==> src/design/sif_pkg.sv <==
package sif_pkg;

  localparam int SAMPLE_W  = 32;
  localparam int RESULT_W  = 64;
  localparam int CFG_W     = 32;
  localparam int CFG_IDX_W = 1;
  localparam int LIMBS     = 4;
  localparam int LIMB_W    = 32;
  localparam int QUO_W     = (LIMBS - 1) * LIMB_W;
  localparam int DIV_BITS  = 16;
  localparam int DIV_STEPS = QUO_W / DIV_BITS;
  localparam int DIV_CNT_W = $clog2(DIV_STEPS);
  localparam int CHUNK_W   = DIV_BITS + 2;
  localparam int RECIP_SH  = 19;
  localparam int PRE_SHIFT = 3;
  localparam int MIN_RUN   = 3;
  localparam int QDEPTH    = 2;
  localparam int QPTR_W    = $clog2(QDEPTH);
  localparam int QFILL_W   = $clog2(QDEPTH + 1);

  localparam logic [CFG_IDX_W-1:0] REG_SPACING      = 1'b0;
  localparam logic [CFG_IDX_W-1:0] REG_RESULT_SCALE = 1'b1;
  localparam logic [CFG_W-1:0]     STEP_RESET       = 32'h0001_0000;
  localparam logic [CFG_W-1:0]     SCALE_RESET      = 32'h0001_0000;
  localparam logic [CHUNK_W-1:0]   RECIP3           = 18'd174763;

  localparam logic signed [RESULT_W-1:0] RES_MAX = {1'b0, {(RESULT_W-1){1'b1}}};
  localparam logic signed [RESULT_W-1:0] RES_MIN = {1'b1, {(RESULT_W-1){1'b0}}};

  typedef enum logic [1:0] {
    ST_OK    = 2'd0,
    ST_SHORT = 2'd1,
    ST_LONG  = 2'd2
  } status_t;

  typedef enum logic [2:0] {
    B_IDLE,
    B_SUM1,
    B_SUM2,
    B_MUL,
    B_LOAD,
    B_DIV,
    B_DONE
  } back_state_t;

  typedef struct packed {
    logic signed [SAMPLE_W-1:0] sample;
    logic                       last;
  } in_item_t;

  typedef struct packed {
    logic signed [RESULT_W-1:0] integral;
    status_t                    status;
  } out_item_t;

  typedef struct packed {
    logic signed [RESULT_W-1:0] wsum;
    logic [3:0][SAMPLE_W-1:0]   recent;
    status_t                    status;
    logic                       odd;
  } job_t;

  typedef struct packed {
    logic empty;
    logic full;
  } q_status_t;

endpackage

==> src/design/sif_queue.sv <==
module sif_queue (
  input  logic               clk,
  input  logic               rst_n,
  input  logic               push,
  input  sif_pkg::job_t      push_job,
  input  logic               pop,
  output sif_pkg::job_t      head,
  output sif_pkg::q_status_t q_st
);
  import sif_pkg::*;

  job_t                mem_r [QDEPTH];
  logic [QPTR_W-1:0]   wr_ptr_r, rd_ptr_r;
  logic [QFILL_W-1:0]  fill_r;
  logic                do_push, do_pop;

  always_comb begin
    q_st.empty = (fill_r == '0);
    q_st.full  = (fill_r == QFILL_W'(QDEPTH));
    do_push    = push && !q_st.full;
    do_pop     = pop && !q_st.empty;
    head       = mem_r[rd_ptr_r];
  end

  always_ff @(posedge clk) begin
    if (!rst_n) begin
      wr_ptr_r <= '0;
      rd_ptr_r <= '0;
      fill_r   <= '0;
    end else begin
      if (do_push) begin
        wr_ptr_r <= wr_ptr_r + 1'b1;
      end
      if (do_pop) begin
        rd_ptr_r <= rd_ptr_r + 1'b1;
      end
      if (do_push && !do_pop) begin
        fill_r <= fill_r + 1'b1;
      end else if (do_pop && !do_push) begin
        fill_r <= fill_r - 1'b1;
      end
    end
  end

  always_ff @(posedge clk) begin
    if (do_push) begin
      mem_r[wr_ptr_r] <= push_job;
    end
  end

endmodule

==> config.mk <==
export PLATFORM = sky130hd
export DESIGN_NAME = sif_queue
export DESIGN_NICKNAME = d
export VERILOG_FILES = /design/src/design/sif_pkg.sv /design/src/design/sif_queue.sv
export SDC_FILE = /design/constraint.sdc
export NUM_CORES = 1
export LEC_CHECK = 0
export BUFFER_PORTS_ARGS = -buffer_cell sky130_fd_sc_hd__buf_4
export CAP_MARGIN = 20
export CORE_ASPECT_RATIO = 0.8
export CORE_MARGIN = 2
export CORE_UTILIZATION = 57
export DETAILED_ROUTE_END_ITERATION = 8
export GPL_ROUTABILITY_DRIVEN = 0
export HOLD_SLACK_MARGIN = 0.08
export PLACE_DENSITY_LB_ADDON = 0.08
export SLEW_MARGIN = 25
export SYNTH_ARGS = -nofsm -noshare
export SYNTH_HDL_FRONTEND = slang
export SYNTH_SLANG_ARGS = --single-unit
==> constraint.sdc <==
create_clock -name clk -period 21 [get_ports clk]
set_input_delay 2.1 -clock clk [delete_from_list [all_inputs] [get_ports clk]]
set_output_delay 2.1 -clock clk [all_outputs]
set_load 0.005 [all_outputs]
==> results.json <==
{
  "crit_chain": "buf_4, buf_6, mux2_2, buf_4",
  "pin_count_of_the_biggest_net_entering_global_routing": 75,
  "finalHoldViolCount": 0,
  "dpl-instance-area_mm2": 0.01819,
  "htree_num_levels": 2,
  "io_buffers": 395,
  "synthTopCellsByCount": "390 x sky130_fd_sc_hd__edfxtp_1, 150 x sky130_fd_sc_hd__mux2_4, 45 x sky130_fd_sc_hd__mux2_2",
  "cts.repair_timing.setup_buffer_count": 0,
  "cp-start-kind": "register",
  "syn-cell-area_mm2": 0.01493,
  "netlist.area_leader.share_pct": 78.46,
  "met2_wirelength_from_detailed_routing_um": 15440,
  "grt_antenna_before_repair": 2,
  "cap_violations": 0,
  "max_stage_delay_ns": 0.71,
  "drc": 0,
  "area_of_the_multi_input_gates_mm2": 0.002897,
  "timing_worst_slew_pin_value_ns": 1.011,
  "floorplan.rows": 52,
  "n_fill_cell": 1521,
  "synth_top_cells_by_area": "sky130_fd_sc_hd__edfxtp_1 78%, sky130_fd_sc_hd__mux2_4 15%, sky130_fd_sc_hd__mux2_2 3.4%, sky130_fd_sc_hd__buf_6 1.4%, sky130_fd_sc_hd__dfxtp_1 0.67%",
  "synth_enable_flop_cells": 390,
  "cp.required_ns": 18.90,
  "detailroute.via_count": 7405,
  "timing.setup.tns_ns": 0,
  "min_period_ns": 5.285,
  "detailed_router_s_first_iteration_violation_count": 423,
  "cts_bufs_inserted": 38,
  "worstSetupPathType": "register to primary output",
  "finish.net_count": 1253,
  "dr_wl_met3_um": 3381,
  "post_synthesis_cell_count": 632,
  "cts.clk_slew.worst_paths_ns": 0.06,
  "power-per-cell-area_mw_per_mm2": 118.0,
  "top_signal_layer_used": "met4",
  "clk_path_buf_depth": 3,
  "outcome": "completed",
  "post_route_cells_drive_above_1_share_pct": 60.07,
  "area_growth_from_synthesis_to_final_layout_pct": 29.73,
  "cts_hold_buf": 0,
  "cts-resized-gates": 0,
  "grt_pass1_wl_um": 43300,
  "initial_utilization_pct": 58.53,
  "clock_latency_ns": 0.51,
  "synth_seq_area_share_pct": 79.13,
  "tritoncts": "built",
  "setup_violations": 0,
  "worst_setup_path_end_kind": "primary output",
  "synthDominantAreaCellType": "sky130_fd_sc_hd__edfxtp_1",
  "setup_ws_ns": 15.72,
  "critical_path_peak_fanout": 60,
  "cts-root-buf": "sky130_fd_sc_hd__clkbuf_16",
  "clock-skew-final_ns": 0.01022,
  "die_width_um": 184.9,
  "number_of_register_bits_inferred_by_synthesis": 395,
  "detail_route.first_pass.iterations": 4,
  "final_core_area_utilization_pct": 75.93,
  "syn-mean-instance-area_um2": 23.62,
  "first_global_vias": 7622,
  "sum_of_net_half_perimeters_after_detailed_placement_um": 20930,
  "synthMostInstantiatedCell": "sky130_fd_sc_hd__edfxtp_1",
  "async_reset_ff_share_pct": 0,
  "dieHeight_um": 148.7,
  "synth.yosys.warnings": 0,
  "sinks_on_clock_net": 395,
  "top_level_ports": 396,
  "worst_path_most_repeated_cell": "sky130_fd_sc_hd__buf_4",
  "post_route_hold_slack_ns": 0.5241,
  "setup_repair_after_global_routing_missed_its_margin": "false",
  "count_of_unique_library_cells_instantiated_by_yosys": 21,
  "max_slew_margin_pct": 32.62,
  "antenna_violating_nets_post_route": 0,
  "wl_um": 30480,
  "globalRoute.totalOverflow": 0,
  "maxClockFrequency_mhz": 189.2,
  "dieArea_mm2": 0.02751,
  "met1Wirelength_um": 10710,
  "core_area_mm2": 0.02550,
  "synthFlopType": "sky130_fd_sc_hd__edfxtp_1",
  "ir_worst_vdd_mv": 0.07364,
  "min-delay-path-class": "register to register",
  "max_slew_violation_count": 0,
  "placement.setup.worst_slack_ns": 15.92,
  "via_per_inst": 5.160,
  "syn-num-nets": 832,
  "final-seq-area_mm2": 0.01182,
  "leakage_power_total_nw": 7.491,
  "grt_util_all_layers_pct": 21.36,
  "wl_per_cell_um": 21.24,
  "fraction_of_the_cycle_the_final_worst_path_needs_pct": 25.17,
  "timing.critical_path.arrival_ns": 3.19,
  "worst_path_max_delay_cell": "sky130_fd_sc_hd__buf_4",
  "stdcell_area_mm2": 0.01936
}
cell type report:
class / instances / share of cell area, %
antenna: 2 / 0.02584
clock buffer: 57 / 5.608
clock inverter: 12 / 0.4264
inverter: 2 / 0.03877
multi-input combinational: 213 / 14.96
sequential: 395 / 61.01
tap: 351 / 2.268
timing repair buffer: 403 / 15.66
cell usage in the layout (no fill, tap or decap), drive strengths merged, types with 2 or more instances in the layout:
cell type / netlist / routed
buf: 22 / 403
edfxtp: 390 / 390
mux2: 195 / 195
clkbuf: 0 / 57
clkinv: 0 / 10
dfxtp: 5 / 5
and2: 3 / 3
diode: 0 / 2
inv: 2 / 2
nor2: 2 / 2
xnor2: 2 / 2
o21ai: 2 / 2
a21boi: 2 / 2
report_power, final:
group | internal (W) | switching [W]
Clock | 0.000370 | 0.000266
Sequential | 0.000992 | 0.0000343
Combinational | 0.000363 | 0.000260
flip-flops by register name (all words and copies together) (netlist names), named ones only:
| register | cells |
|---|---|
| fill_r | 2 |
| rd_ptr_r | 1 |
| mem_r | 390 |
| wr_ptr_r | 1 |
cell families (layout without fill, tap and decap cells):
family,count (synthesis),in the layout,synth area share [%]
flops,395,395,79.13
mux,195,195,18.48
buf+inv,24,474,1.542
simple gates,9,9,0.3689
compound gates,5,5,0.2179
xor+xnor,3,3,0.1761
fa+ha+maj,1,1,0.08381
other cells,0,2,0
routing by layer:
layer | vias to the layer above | GRT usage (%)
li1 | 3363 | -
met1 | 3707 | 23.62
met2 | 274 | 36.42
met3 | 61 | 9.741
met4 | 0 | 7.778
met5 | - | 0
worst paths after layout:
check	startpoint	to	slack (ns)	depth (start not counted)
setup reg to reg	fill_r[0]	mem_r[0][39]	17.66	5
setup / recovery	register	head[0]	15.72	4
hold / removal	fill_r[1]	fill_r[1]	0.52	2
hold reg to reg	fill_r[1]	fill_r[1]	0.52	2
worst max-delay path, delay by kind of cell, from the launching register on:
family	cells	cell delay, ns
flip-flops	1	0.65
multiplexers	1	0.42
buffers and inverters	3	1.54
metrics by stage:
stage / power [W] / std cells
floorplan: 0.001416 / 632
global placement: 0.001668 / 1364
detailed placement: 0.001676 / 1364
CTS: 0.002313 / 1433
global route: 0.002376 / 1434
finish: 0.002286 / 1435
(Power assumes the default switching activity.)
