===== src/design/sif_pkg.sv =====
package sif_pkg;

  localparam int SAMPLE_W  = 32;
  localparam int RESULT_W  = 64;
  localparam int CFG_W     = 32;
  localparam int CFG_IDX_W = 1;
  localparam int LIMBS     = 4;
  localparam int LIMB_W    = 32;
  localparam int QUO_W     = (LIMBS - 1) * LIMB_W;
  localparam int DIV_BITS  = 16;
  localparam int DIV_STEPS = QUO_W / DIV_BITS;
  localparam int DIV_CNT_W = $clog2(DIV_STEPS);
  localparam int CHUNK_W   = DIV_BITS + 2;
  localparam int RECIP_SH  = 19;
  localparam int PRE_SHIFT = 3;
  localparam int MIN_RUN   = 3;
  localparam int QDEPTH    = 2;
  localparam int QPTR_W    = $clog2(QDEPTH);
  localparam int QFILL_W   = $clog2(QDEPTH + 1);

  localparam logic [CFG_IDX_W-1:0] REG_SPACING      = 1'b0;
  localparam logic [CFG_IDX_W-1:0] REG_RESULT_SCALE = 1'b1;
  localparam logic [CFG_W-1:0]     STEP_RESET       = 32'h0001_0000;
  localparam logic [CFG_W-1:0]     SCALE_RESET      = 32'h0001_0000;
  localparam logic [CHUNK_W-1:0]   RECIP3           = 18'd174763;

  localparam logic signed [RESULT_W-1:0] RES_MAX = {1'b0, {(RESULT_W-1){1'b1}}};
  localparam logic signed [RESULT_W-1:0] RES_MIN = {1'b1, {(RESULT_W-1){1'b0}}};

  typedef enum logic [1:0] {
    ST_OK    = 2'd0,
    ST_SHORT = 2'd1,
    ST_LONG  = 2'd2
  } status_t;

  typedef enum logic [2:0] {
    B_IDLE,
    B_SUM1,
    B_SUM2,
    B_MUL,
    B_LOAD,
    B_DIV,
    B_DONE
  } back_state_t;

  typedef struct packed {
    logic signed [SAMPLE_W-1:0] sample;
    logic                       last;
  } in_item_t;

  typedef struct packed {
    logic signed [RESULT_W-1:0] integral;
    status_t                    status;
  } out_item_t;

  typedef struct packed {
    logic signed [RESULT_W-1:0] wsum;
    logic [3:0][SAMPLE_W-1:0]   recent;
    status_t                    status;
    logic                       odd;
  } job_t;

  typedef struct packed {
    logic empty;
    logic full;
  } q_status_t;

endpackage


===== src/design/sif_front.sv =====
module sif_front #(
  parameter int MAX_SAMPLES = 65536
) (
  input  logic              clk,
  input  logic              rst_n,
  input  logic              in_valid,
  output logic              in_stall,
  input  sif_pkg::in_item_t in_item,
  output logic              push,
  output sif_pkg::job_t     job,
  input  sif_pkg::q_status_t q_st
);
  import sif_pkg::*;

  localparam int CNT_W = $clog2(MAX_SAMPLES + 2);
  localparam int SUM_W = $clog2(MAX_SAMPLES) + 36;

  localparam logic [CNT_W-1:0] MAX_CNT = CNT_W'(MAX_SAMPLES);
  localparam logic [CNT_W-1:0] TOP_CNT = CNT_W'(MAX_SAMPLES + 1);
  localparam logic [CNT_W-1:0] MIN_CNT = CNT_W'(MIN_RUN);

  logic [CNT_W-1:0]          count_r, count_nxt, run_count;
  logic signed [SUM_W-1:0]   wsum_r, wsum_nxt, run_wsum, sext, term;
  logic [3:0][SAMPLE_W-1:0]  recent_r, recent_nxt, run_recent;
  logic                      accept;

  always_comb begin
    accept     = in_valid && !in_stall;
    sext       = {{(SUM_W-SAMPLE_W){in_item.sample[SAMPLE_W-1]}}, in_item.sample};
    if (count_r == '0) begin
      term = sext;
    end else if (count_r[0]) begin
      term = sext <<< 2;
    end else begin
      term = sext <<< 1;
    end
    run_count  = count_r;
    run_wsum   = wsum_r;
    run_recent = recent_r;
    if (count_r < MAX_CNT) begin
      run_wsum   = wsum_r + term;
      run_recent = {recent_r[2:0], in_item.sample};
    end
    if (count_r <= MAX_CNT) begin
      run_count = count_r + 1'b1;
    end

    job.wsum   = {{(RESULT_W-SUM_W){run_wsum[SUM_W-1]}}, run_wsum};
    job.recent = run_recent;
    job.odd    = run_count[0];
    if (run_count < MIN_CNT) begin
      job.status = ST_SHORT;
    end else if (run_count > MAX_CNT) begin
      job.status = ST_LONG;
    end else begin
      job.status = ST_OK;
    end

    push       = accept && in_item.last;
    count_nxt  = count_r;
    wsum_nxt   = wsum_r;
    recent_nxt = recent_r;
    if (push) begin
      count_nxt  = '0;
      wsum_nxt   = '0;
      recent_nxt = '0;
    end else if (accept) begin
      count_nxt  = run_count;
      wsum_nxt   = run_wsum;
      recent_nxt = run_recent;
    end
  end

  assign in_stall = q_st.full;

  always_ff @(posedge clk) begin
    if (!rst_n) begin
      count_r  <= '0;
      wsum_r   <= '0;
      recent_r <= '0;
    end else begin
      count_r  <= count_nxt;
      wsum_r   <= wsum_nxt;
      recent_r <= recent_nxt;
    end
  end

  a_count_bound: assert property (@(posedge clk) disable iff (!rst_n)
    count_r <= TOP_CNT)
    else $error("sample count beyond saturation");

  a_clear_on_last: assert property (@(posedge clk) disable iff (!rst_n)
    (accept && in_item.last) |=> (count_r == '0 && wsum_r == '0))
    else $error("run not cleared after last sample");

  a_push_room: assert property (@(posedge clk) disable iff (!rst_n)
    push |-> !q_st.full)
    else $error("run pushed into full queue");

endmodule


===== config.mk =====
export PLATFORM = sky130hd
export DESIGN_NAME = sif_front
export DESIGN_NICKNAME = d
export VERILOG_FILES = /design/src/design/sif_pkg.sv /design/src/design/sif_front.sv
export SDC_FILE = /design/constraint.sdc
export NUM_CORES = 1
export LEC_CHECK = 0
export BUFFER_PORTS_ARGS = -buffer_cell sky130_fd_sc_hd__buf_2
export CELL_PAD_IN_SITES_DETAIL_PLACEMENT = 1
export CELL_PAD_IN_SITES_GLOBAL_PLACEMENT = 1
export CORE_ASPECT_RATIO = 0.7
export CORE_MARGIN = 2
export CORE_UTILIZATION = 38
export DETAILED_ROUTE_END_ITERATION = 6
export GPL_ROUTABILITY_DRIVEN = 0
export PLACE_DENSITY = 0.78
export SETUP_SLACK_MARGIN = 0.5
export SLEW_MARGIN = 15
export SYNTH_ARGS = -nofsm -noshare
export SYNTH_HDL_FRONTEND = slang
export SYNTH_SLANG_ARGS = --single-unit

===== constraint.sdc =====
create_clock -name clk -period 8.74 [get_ports clk]
set_clock_uncertainty 0.2 [all_clocks]
set_input_delay 1.748 -clock clk [delete_from_list [all_inputs] [get_ports clk]]
set_output_delay 1.748 -clock clk [all_outputs]
set_load 0.02 [all_outputs]

==> results.txt, run 1 <==
Worst Hold Class: flip-flop to flip-flop
Synth top cells by count: nor2_1 (362), dfxtp_1 (197), nor3_1 (148)
Count leader, synth: nor2_1
Peak VDD IR: 0.143 mV
Worst R2R Path Depth: 16
Worst-Skew Late Latency: 0.47 ns
WL/cell: 18.3 um
Count of input and output buffers: 233
Final setup vio count: 0
Initial antenna violation count: 2
ANT nets after route: 0
Critical-path top delay cell: o311ai_1
# rows: 57
Most common cell on crit path: o21bai_1
CTS tree: built
Buf/Inv on CP: 2
Tightest Pin Transition: 1.12 ns
Crit path max fanout: 63
Worst hold margin: 0.283 ns
# Post-CTS Setup Buffers: 0
Synth Instances: 1767
Post-synthesis adder-cell area fraction: 0.0546
Synth Register Bits: 197
WL final: 43400 um
# clock sinks: 197
Top cells by area, synth: dfxtp_1 (29%), mux2_2 (11%), nor2_1 (10%), nor3_1 (5.5%), ha_1 (5.2%)
GRT Total Usage: 0.230
CP cell instances: or4_1 > nor4_1 > nand4_1 > buf_4 > nand3_1 > o21ai_1 > fa_1 > a211oi_2 > o21bai_1 > o311ai_1 > a311oi_1 > o31ai_1 > o21bai_1 > xnor2_1 > o21ai_0 > buf_2
CP Depth: 16
Syn_nets: 1862
DR vias: 13100
Total Nets Final: 1985
First-pass GRT wire length: 69100 um
Arrival time worst endpoint: 5.89 ns
Die Y: 161 um
# diodes: 0
RSZ-0062 raised after global routing: no
Compound-Gate Fraction of Synth Area: 0.158
Worst EP required: 6.79 ns
CP peak stage delay: 0.86 ns
DPL Wire Length: 30900 um
PnR worst setup slack: 0.903 ns
Ports: 235
Max Slew Vio Count: 0
Startpoint types: flip-flop
Die area: 36800 sq um
Post-synth ARST share: 0
Clk slew on worst S/H paths: 0.09 ns
Ys flop type: dfxtp_1
Crit path capture type: primary output
EDFF count, synth: 0
Largest area contributor in the netlist: dfxtp_1
Post-Synth XOR/XNOR Area: 0.0425
Final Hold Fails: 0
Fmax: 0.128 GHz
CORE AREA: 34700 sq um
Total chip power: 2.90 mW
Area delta synth->final: 14.3%
Overflow after GRT: 0
Min Tclk post-route: 7.84 ns
Main combinational cell family by area after synthesis: simple AND/OR/NAND/NOR gates
Vias/cell: 5.52
Layout Utilization: 0.441
Synth unique cells: 77
Synth Area in Simple Gates: 0.263
Fill count: 4358
CP delay by family, top: compound AO/OA/AOI/OAI gates
Vias in the first global route: 12900
Share of layout cells above drive strength 1: 0.231
CTS Root Cell: clkbuf_16
Fin crit share: 0.897
DRT Pass-1 Iters: 4
DR DRC count: 0
Run status: completed
H-tree depth: 4
Slew HR: 0.252
Avg Inst Size Synth: 7.58 sq um
Synth top area share: 0.294
Setup CP Type: flip-flop to primary output
Max-cap violations: 0
Detailed Route Iter0 Violations: 744
Hold Path Stages: 2
Mux cell area share after synthesis: 0.136
Seq/Total Area, Yosys: 0.294
Cts bufs inserted: 17
Pwr dens: 189 nW/um^2
Initial Util: 0.386
Setup_tns: 0 ns
Mapped cell area: 13400 sq um
Yosys warns: 0
Setup WS pre-CTS: 1.36 ns
CTS max path bufs: 2
Leak Pwr: 6.83 nW
Largest net degree at the start of global routing: 115
Die Wd: 228 um
-- worst paths after layout --
check             start  slack (ns)         end
max          count_r[2]        0.90    job[167]
min          wsum_r[11]        0.28  wsum_r[11]
max reg2reg  count_r[2]        3.12  wsum_r[36]
min reg2reg  wsum_r[11]        0.28  wsum_r[11]
-- flip-flops by register name (all words and copies together) (netlist names) --
register  cells
recent_r    128
count_r      17
wsum_r       52
-- report_power, final --
part	switching [mW]	internal, mW
logic	0.695	0.362
registers	0.0454	0.952
clock network	0.443	0.402
total	1.18	1.72
-- routing by layer --
layer / global-route usage / share of wire
met5: 0 / 0
met3: 0.0424 / 0.040
met1: 0.308 / 0.48
met2: 0.385 / 0.46
met4: 0.0561 / 0.017
-- cell usage in the layout, fill, tap and decap left out, drive strengths merged, types with 6 or more instances in the layout --
cell type and count:
nand2b 6, clkinv 7, o21bai 15, nand2 140
a21oi 103, dfxtp 197, and2 19, nor3 149
o31ai 6, mux2 132, nor2 362, nand4 24
and3 13, or3 6, a21o 39, inv 27
buf 245, clkbuf 18, nand3 45, a31oi 18
o21ai 90, a211oi 11, xor2 33, mux2i 34
xnor2 32, ha 56, o211ai 8
-- metrics by stage --
| step | area (sq um) | instances |
|---|---|---|
| after global routing | 15300 | 2375 |
| after global placement | 14700 | 2343 |
| final | 15300 | 2375 |
| after floorplan | 13400 | 1767 |
| after detailed placement | 14700 | 2343 |
| after CTS | 15300 | 2375 |
-- cells by family (layout without fill, tap and decap cells) --
family | count (synthesis) | after routing
simple gates | 792 | 792
compound gates | 328 | 328
flops | 197 | 197
mux | 166 | 166
buf+inv | 161 | 297
xor+xnor | 65 | 65
fa+ha+maj | 58 | 58
-- area by class of cell --
class | instances | area (sq um) | share of cell area
well taps | 472 | 591 | 0.0386
inverters | 20 | 75.1 | 0.00490
flip-flops and latches | 197 | 3950 | 0.258
repair buffers | 245 | 1270 | 0.0829
clock buffers | 18 | 439 | 0.0287
multi-input cells | 1409 | 8800 | 0.575
clock inverters | 14 | 188 | 0.0123
-- worst reg2reg max path: cells and delay by family, from the launching register on --
family                   cells  cell delay, ns
XOR/XNOR                     1            0.22
adder cells (fa/ha/maj)      1            0.50
flip-flops                   1            0.43
buffers and inverters        1            0.34
AO/OA/AOI/OAI                8            2.52
AND/OR/NAND/NOR              5            1.29
-- repair_timing --
item                                    in CTS  in global routing
resized for setup                            0                  1
endpoints found under the setup margin       0                  5
hold buffers                                 0                  0
endpoints found under the hold margin        0                  0
(Power assumes the default switching activity.)
==> inputs of run 2 (changes only) <==
--- a/config.mk
+++ b/config.mk
@@ -12,8 +12,7 @@
 export CORE_MARGIN = 2
 export CORE_UTILIZATION = 38
 export DETAILED_ROUTE_END_ITERATION = 6
-export GPL_ROUTABILITY_DRIVEN = 0
-export PLACE_DENSITY = 0.78
+export PLACE_DENSITY_LB_ADDON = 0.1
 export SETUP_SLACK_MARGIN = 0.5
 export SLEW_MARGIN = 15
 export SYNTH_ARGS = -nofsm -noshare
==> results.txt, run 2 (synthesis gave the netlist of run 1 again) <==
Run status: completed
Most frequent cells in the layout: nor2_1 (362), buf_2 (233), dfxtp_1 (195), nor3_1 (148), nand2_1 (139)
Area delta synth->final: 13.9%
First-pass GRT wire length: 68900 um (-0.30%)
Setup_tns: 0 ns (unchanged)
CP cell instances: or4_1 > nor4_1 > nand4_1 > buf_4 > nor2_1 > a21oi_1 > ha_1 > o21ai_1 > o21ai_1 > nand4_1 > a311oi_1 > o31a_1 > or2_1 > or4_1 > nand4b_1 > xnor2_1 > buf_2
DR DRC count: 0 (unchanged)
Cts bufs inserted: 17 (unchanged)
DR vias: 12900 (-1.6%)
Max Slew Vio Count: 0 (unchanged)
H-tree depth: 4 (unchanged)
Vias/cell: 5.43 (-1.7%)
Initial antenna violation count: 1 (-1)
Die Wd: 228 um (unchanged)
# rows: 57 (unchanged)
WL final: 43200 um (-0.61%)
Die area: 36800 sq um (unchanged)
Die Y: 161 um (unchanged)
GRT Total Usage: 0.231 (+0.00107)
Setup CP Type: flip-flop to primary output
Hold EP: wsum_r[16]
Final Hold Fails: 0 (unchanged)
RSZ-0062 raised after global routing: no
Crit path capture type: primary output
Gp weighted congestion: 0.845
Max-cap violations: 0 (unchanged)
Pwr dens: 187 nW/um^2 (-1.3%)
RR Endpoint: wsum_r[36]
Largest regs: recent_r: 128 flops, wsum_r: 52 flops, count_r: 17 flops
Worst-Skew Late Latency: 0.47 ns (about the same)
Hold Path Stages: 2 (unchanged)
CTS max path bufs: 2 (unchanged)
# Post-CTS Setup Buffers: 0 (unchanged)
Final setup vio count: 0 (unchanged)
Largest net degree at the start of global routing: 224 (+95%)
Ports: 235 (unchanged)
Initial Util: 0.386 (unchanged)
Worst Hold Class: flip-flop to flip-flop
Peak VDD IR: 0.127 mV (-11%)
Count of input and output buffers: 233 (unchanged)
CORE AREA: 34700 sq um (unchanged)
Max reg flops: 128 (unchanged)
# clock sinks: 197 (unchanged)
Fin crit share: 0.886 (-0.0103)
Worst R2R Path Depth: 16 (unchanged)
Largest Register: recent_r
Detailed Route Iter0 Violations: 802 (+7.8%)
Leak Pwr: 6.80 nW (-0.43%)
PnR worst setup slack: 0.992 ns (+0.0898 ns)
WL/cell: 18.2 um (-0.65%)
Worst EP required: 6.79 ns (about the same)
Critical-path top delay cell: xnor2_1
CP peak stage delay: 0.61 ns (-0.25 ns)
Buf/Inv on CP: 2 (unchanged)
Commonest non-fill, non-tap cell in the layout: nor2_1
Startpoint types: flip-flop
Clk slew on worst S/H paths: 0.09 ns (about the same)
Share of layout cells above drive strength 1: 0.231 (-0.000525)
Vias in the first global route: 12500 (-2.6%)
DPL Wire Length: 30800 um (-0.35%)
R2R setup slack: 3.23 ns (+0.11 ns)
Setup WS pre-CTS: 1.37 ns (+0.0134 ns)
CP delay by family, top: simple AND/OR/NAND/NOR gates
Worst reg2reg startpoint: count_r[2]
CTS tree: built
Tightest Pin Transition: 1.29 ns (+0.164 ns)
Overflow after GRT: 0 (unchanged)
Post-CTS sizing: 0 (unchanged)
Slew HR: 0.143 (-0.110)
ANT nets after route: 0 (unchanged)
Hold Buf Count CTS: 0 (unchanged)
CTS Root Cell: clkbuf_16
Min Tclk post-route: 7.75 ns (-0.0898 ns)
Hold path startpoint: wsum_r[16]
DRT Pass-1 Iters: 5 (+1)
Fmax: 0.129 GHz (+1.2%)
Total Nets Final: 1985 (unchanged)
Arrival time worst endpoint: 5.80 ns (-0.09 ns)
Crit path max fanout: 63 (unchanged)
Total chip power: 2.85 mW (-1.6%)
==> run 2: cell count changes in the layout (fill, tap and decap cells not counted), sizes merged <==
| cell | before | now |
|---|---|---|
| clkbuf | 18 | 17 |
| clkinvlp | 0 | 2 |
| clkinv | 7 | 6 |
| diode | 0 | 1 |
==> run 2: power by group <==
part | leakage [nW] | internal [mW] | switching (mW)
sequential | 1.61 | 0.952 | 0.0405
combinational | 4.90 | 0.361 | 0.688
clock | 0.283 | 0.384 | 0.428
==> run 2: area by class of cell <==
| cell class | count | area (sq um) |
|---|---|---|
| Antenna cell | 1 | 2.50 |
| Tap cell | 472 | 591 |
| Multi-Input combinational cell | 1409 | 8790 |
| Clock inverter | 15 | 161 |
| Inverter | 20 | 75.1 |
| Clock buffer | 17 | 425 |
| Sequential cell | 197 | 3950 |
| Fill cell | 4340 | 19500 |
| Timing Repair Buffer | 245 | 1270 |
==> run 2: through the flow <==
stage,std cells,cell area (sq um),hold slack (ns),util
after floorplan,1767,13400,0.247,-
after global placement,2343,14700,0.263,0.422
after detailed placement,2343,14700,0.272,0.422
after CTS,2375,15300,0.282,0.439
after global routing,2375,15300,0.302,0.439
final,2376,15300,0.279,0.439
==> run 2: worst max path at each step <==
| stage | from | end | slack, ns | depth (start not counted) |
|---|---|---|---|---|
| after floorplan | count_r[0] | job[183] | 1.61 | 22 |
| after detailed placement | in_item[1] | job[182] | 1.37 | 14 |
| final | count_r[2] | job[182] | 0.99 | 17 |
| after global routing | count_r[2] | job[194] | 0.53 | 17 |
| after global placement | in_item[1] | job[167] | 1.44 | 13 |
| after CTS | count_r[2] | job[182] | 1.01 | 17 |
==> run 2: worst register-to-register path, delay by kind of cell, from the launching register on <==
| kind | cells | cell delay, ns |
|---|---|---|
| AO/OA/AOI/OAI | 8 | 2.45 |
| XOR/XNOR | 1 | 0.20 |
| adder cells (fa/ha/maj) | 1 | 0.49 |
| buffers and inverters | 1 | 0.33 |
| flip-flops | 1 | 0.42 |
| AND/OR/NAND/NOR | 5 | 1.32 |
==> run 2: routing by layer <==
metal,up-vias,GRT usage,share of wire
met1,6202,0.316,0.49
met3,43,0.0357,0.035
met5,-,0,0
li1,6440,-,-
met4,0,0.0704,0.019
met2,205,0.377,0.45
==> inputs of run 3 (changes only) <==
--- a/config.mk
+++ b/config.mk
@@ -10,8 +10,9 @@
 export CELL_PAD_IN_SITES_GLOBAL_PLACEMENT = 1
 export CORE_ASPECT_RATIO = 0.7
 export CORE_MARGIN = 2
-export CORE_UTILIZATION = 38
+export CORE_UTILIZATION = 42
 export DETAILED_ROUTE_END_ITERATION = 6
+export GPL_ROUTABILITY_DRIVEN = 0
 export PLACE_DENSITY_LB_ADDON = 0.1
 export SETUP_SLACK_MARGIN = 0.5
 export SLEW_MARGIN = 15
==> results.txt, run 3 (synthesis gave the netlist of run 1 again) <==
Run status: completed
Critical-path top delay cell: buf_4
Most frequent cells in the layout: nor2_1 (362), buf_2 (233), dfxtp_1 (195), nor3_1 (148), nand2_1 (139)
Total chip power: 2.92 mW (+2.4%)
Detailed Route Iter0 Violations: 873 (+8.9%)
Die Y: 153 um (-4.8%)
DPL Wire Length: 30800 um (-0.15%)
Final instance area: 15200 sq um (-0.12%)
Hold path startpoint: wsum_r[16]
RR Endpoint: wsum_r[36]
FF+latch area: 3950 sq um (unchanged)
Hold EP: wsum_r[16]
Fmax: 0.131 GHz (+1.2%)
Count of input and output buffers: 233 (unchanged)
Tightest Pin Transition: 1.05 ns (-0.235 ns)
Commonest non-fill, non-tap cell in the layout: nor2_1
Max Slew Vio Count: 0 (unchanged)
DR DRC count: 0 (unchanged)
Arrival time worst endpoint: 5.71 ns (-0.09 ns)
Setup CP Type: flip-flop to primary output
Largest Register: recent_r
Final Hold Fails: 0 (unchanged)
Worst R2R Path Depth: 17 (+1)
WL/cell: 18.7 um (+2.9%)
Largest regs: recent_r: 128 flops, wsum_r: 52 flops, count_r: 17 flops
Fin crit share: 0.876 (-0.0102)
# clock sinks: 197 (unchanged)
Max reg flops: 128 (unchanged)
First-pass GRT wire length: 69900 um (+1.5%)
CP delay by family, top: buffers and inverters
ANT nets after route: 0 (unchanged)
Cts bufs inserted: 17 (unchanged)
H-tree depth: 4 (unchanged)
CTS max path bufs: 2 (unchanged)
Worst-Skew Late Latency: 0.46 ns (about the same)
R2R setup slack: 3.33 ns (+0.10 ns)
Clk slew on worst S/H paths: 0.08 ns (about the same)
Min Tclk post-route: 7.66 ns (-0.0888 ns)
# rows: 54 (-5.3%)
Ports: 235 (unchanged)
CORE AREA: 31300 sq um (-9.9%)
Hold Path Stages: 2 (unchanged)
GRT Total Usage: 0.258 (+0.0267)
Crit path capture type: primary output
Worst hold margin: 0.284 ns (+0.00545 ns)
CTS tree: built
Area delta synth->final: 13.8%
Initial Util: 0.428 (+0.0425)
Fill count: 3980 (-8.3%)
Final setup vio count: 0 (unchanged)
Worst Hold Class: flip-flop to flip-flop
Pwr dens: 192 nW/um^2 (+2.5%)
# diodes: 0 (-1)
Vias/cell: 5.61 (+3.4%)
DR vias: 13000 (+1.1%)
Leak Pwr: 6.82 nW (+0.32%)
Die area: 33400 sq um (-9.3%)
Max-cap violations: 0 (unchanged)
Die Wd: 217 um (-4.8%)
CP peak stage delay: 0.50 ns (-0.11 ns)
Overflow after GRT: 0 (unchanged)
Worst EP required: 6.79 ns (about the same)
Placed Area: 14600 sq um (-0.49%)
Area occupied by multi-input gates: 8800 sq um (+0.17%)
Total Nets Final: 1984 (-0.050%)
CTS Root Cell: clkbuf_16
Share of layout cells above drive strength 1: 0.231 (+0.000647)
Peak VDD IR: 0.103 mV (-19%)
Buf/Inv on CP: 4 (+2)
# Post-CTS Setup Buffers: 0 (unchanged)
Initial antenna violation count: 1 (unchanged)
Startpoint types: flip-flop
Crit path max fanout: 63 (unchanged)
RSZ-0062 raised after global routing: no
Setup_tns: 0 ns (unchanged)
Worst reg2reg startpoint: count_r[0]
Hold Buf Count CTS: 0 (unchanged)
Slew HR: 0.299 (+0.157)
DRT Pass-1 Iters: 5 (unchanged)
Vias in the first global route: 13000 (+3.7%)
CP cell instances: buf_4 > inv_1 > ha_1 > nor4b_1 > nand4_1 > buf_4 > nand3_1 > o21ai_1 > ha_1 > a211oi_2 > o21ai_1 > nand4_1 > a311oi_1 > o31a_1 > or2_1 > a32oi_1 > nand4b_1 > xnor2_2 > buf_2
WL final: 43400 um (+0.55%)
Largest net degree at the start of global routing: 180 (-20%)
-- run 3: cell count changes in the layout (fill, tap and decap cells not counted), moves of 2 or more --
cell       delta
bufinv_16     +2
clkinv_2      -2
clkinv_4      +2
clkinv_8      -2
-- run 3: metal layers --
metal | up-vias | share of wire | global-route usage
li1 | 6411 | - | -
met1 | 6371 | 0.48 | 0.351
met2 | 214 | 0.47 | 0.429
met3 | 31 | 0.041 | 0.0420
met4 | 2 | 0.011 | 0.0541
met5 | - | 0.00030 | 0
-- run 3: through the flow --
step / setup WS, ns / std cells / utilization
final: 1.08 / 2322 / 0.487
after global routing: 0.575 / 2322 / 0.487
after CTS: 0.803 / 2322 / 0.487
after detailed placement: 1.37 / 2290 / 0.467
after global placement: 1.45 / 2290 / 0.467
after floorplan: 1.61 / 1767 / -
-- run 3: area by class of cell --
type,count,share of cell area
well taps,420,0.0345
clock inverters,14,0.0124
flip-flops and latches,197,0.259
multi-input cells,1409,0.578
repair buffers,244,0.0827
inverters,20,0.00493
clock buffers,18,0.0288
-- run 3: how the worst max path moves through the flow --
stage / to / slack (ns) / cells after the start / start
finish: job[190] / 1.08 / 19 / count_r[0]
CTS: job[192] / 0.80 / 16 / count_r[16]
global placement: job[167] / 1.45 / 13 / in_item[1]
detailed placement: job[192] / 1.37 / 16 / count_r[16]
floorplan: job[183] / 1.61 / 22 / count_r[0]
global route: job[190] / 0.57 / 19 / count_r[0]
-- run 3: repair_timing --
item / CTS / global route
resized for setup: 0 / 2
setup endpoints to repair: 0 / 14
hold endpoints to repair: 0 / 0
-- run 3: tightest hold or removal path: stages, from the launching register on --
cell	delay, ns
dfxtp_1	0.33
nand2_1	0.06
a21oi_1	0.05
-- run 3: where the power goes --
part | switching [mW] | internal, mW
logic | 0.690 | 0.361
clock network | 0.426 | 0.447
registers | 0.0457 | 0.952
total | 1.16 | 1.76
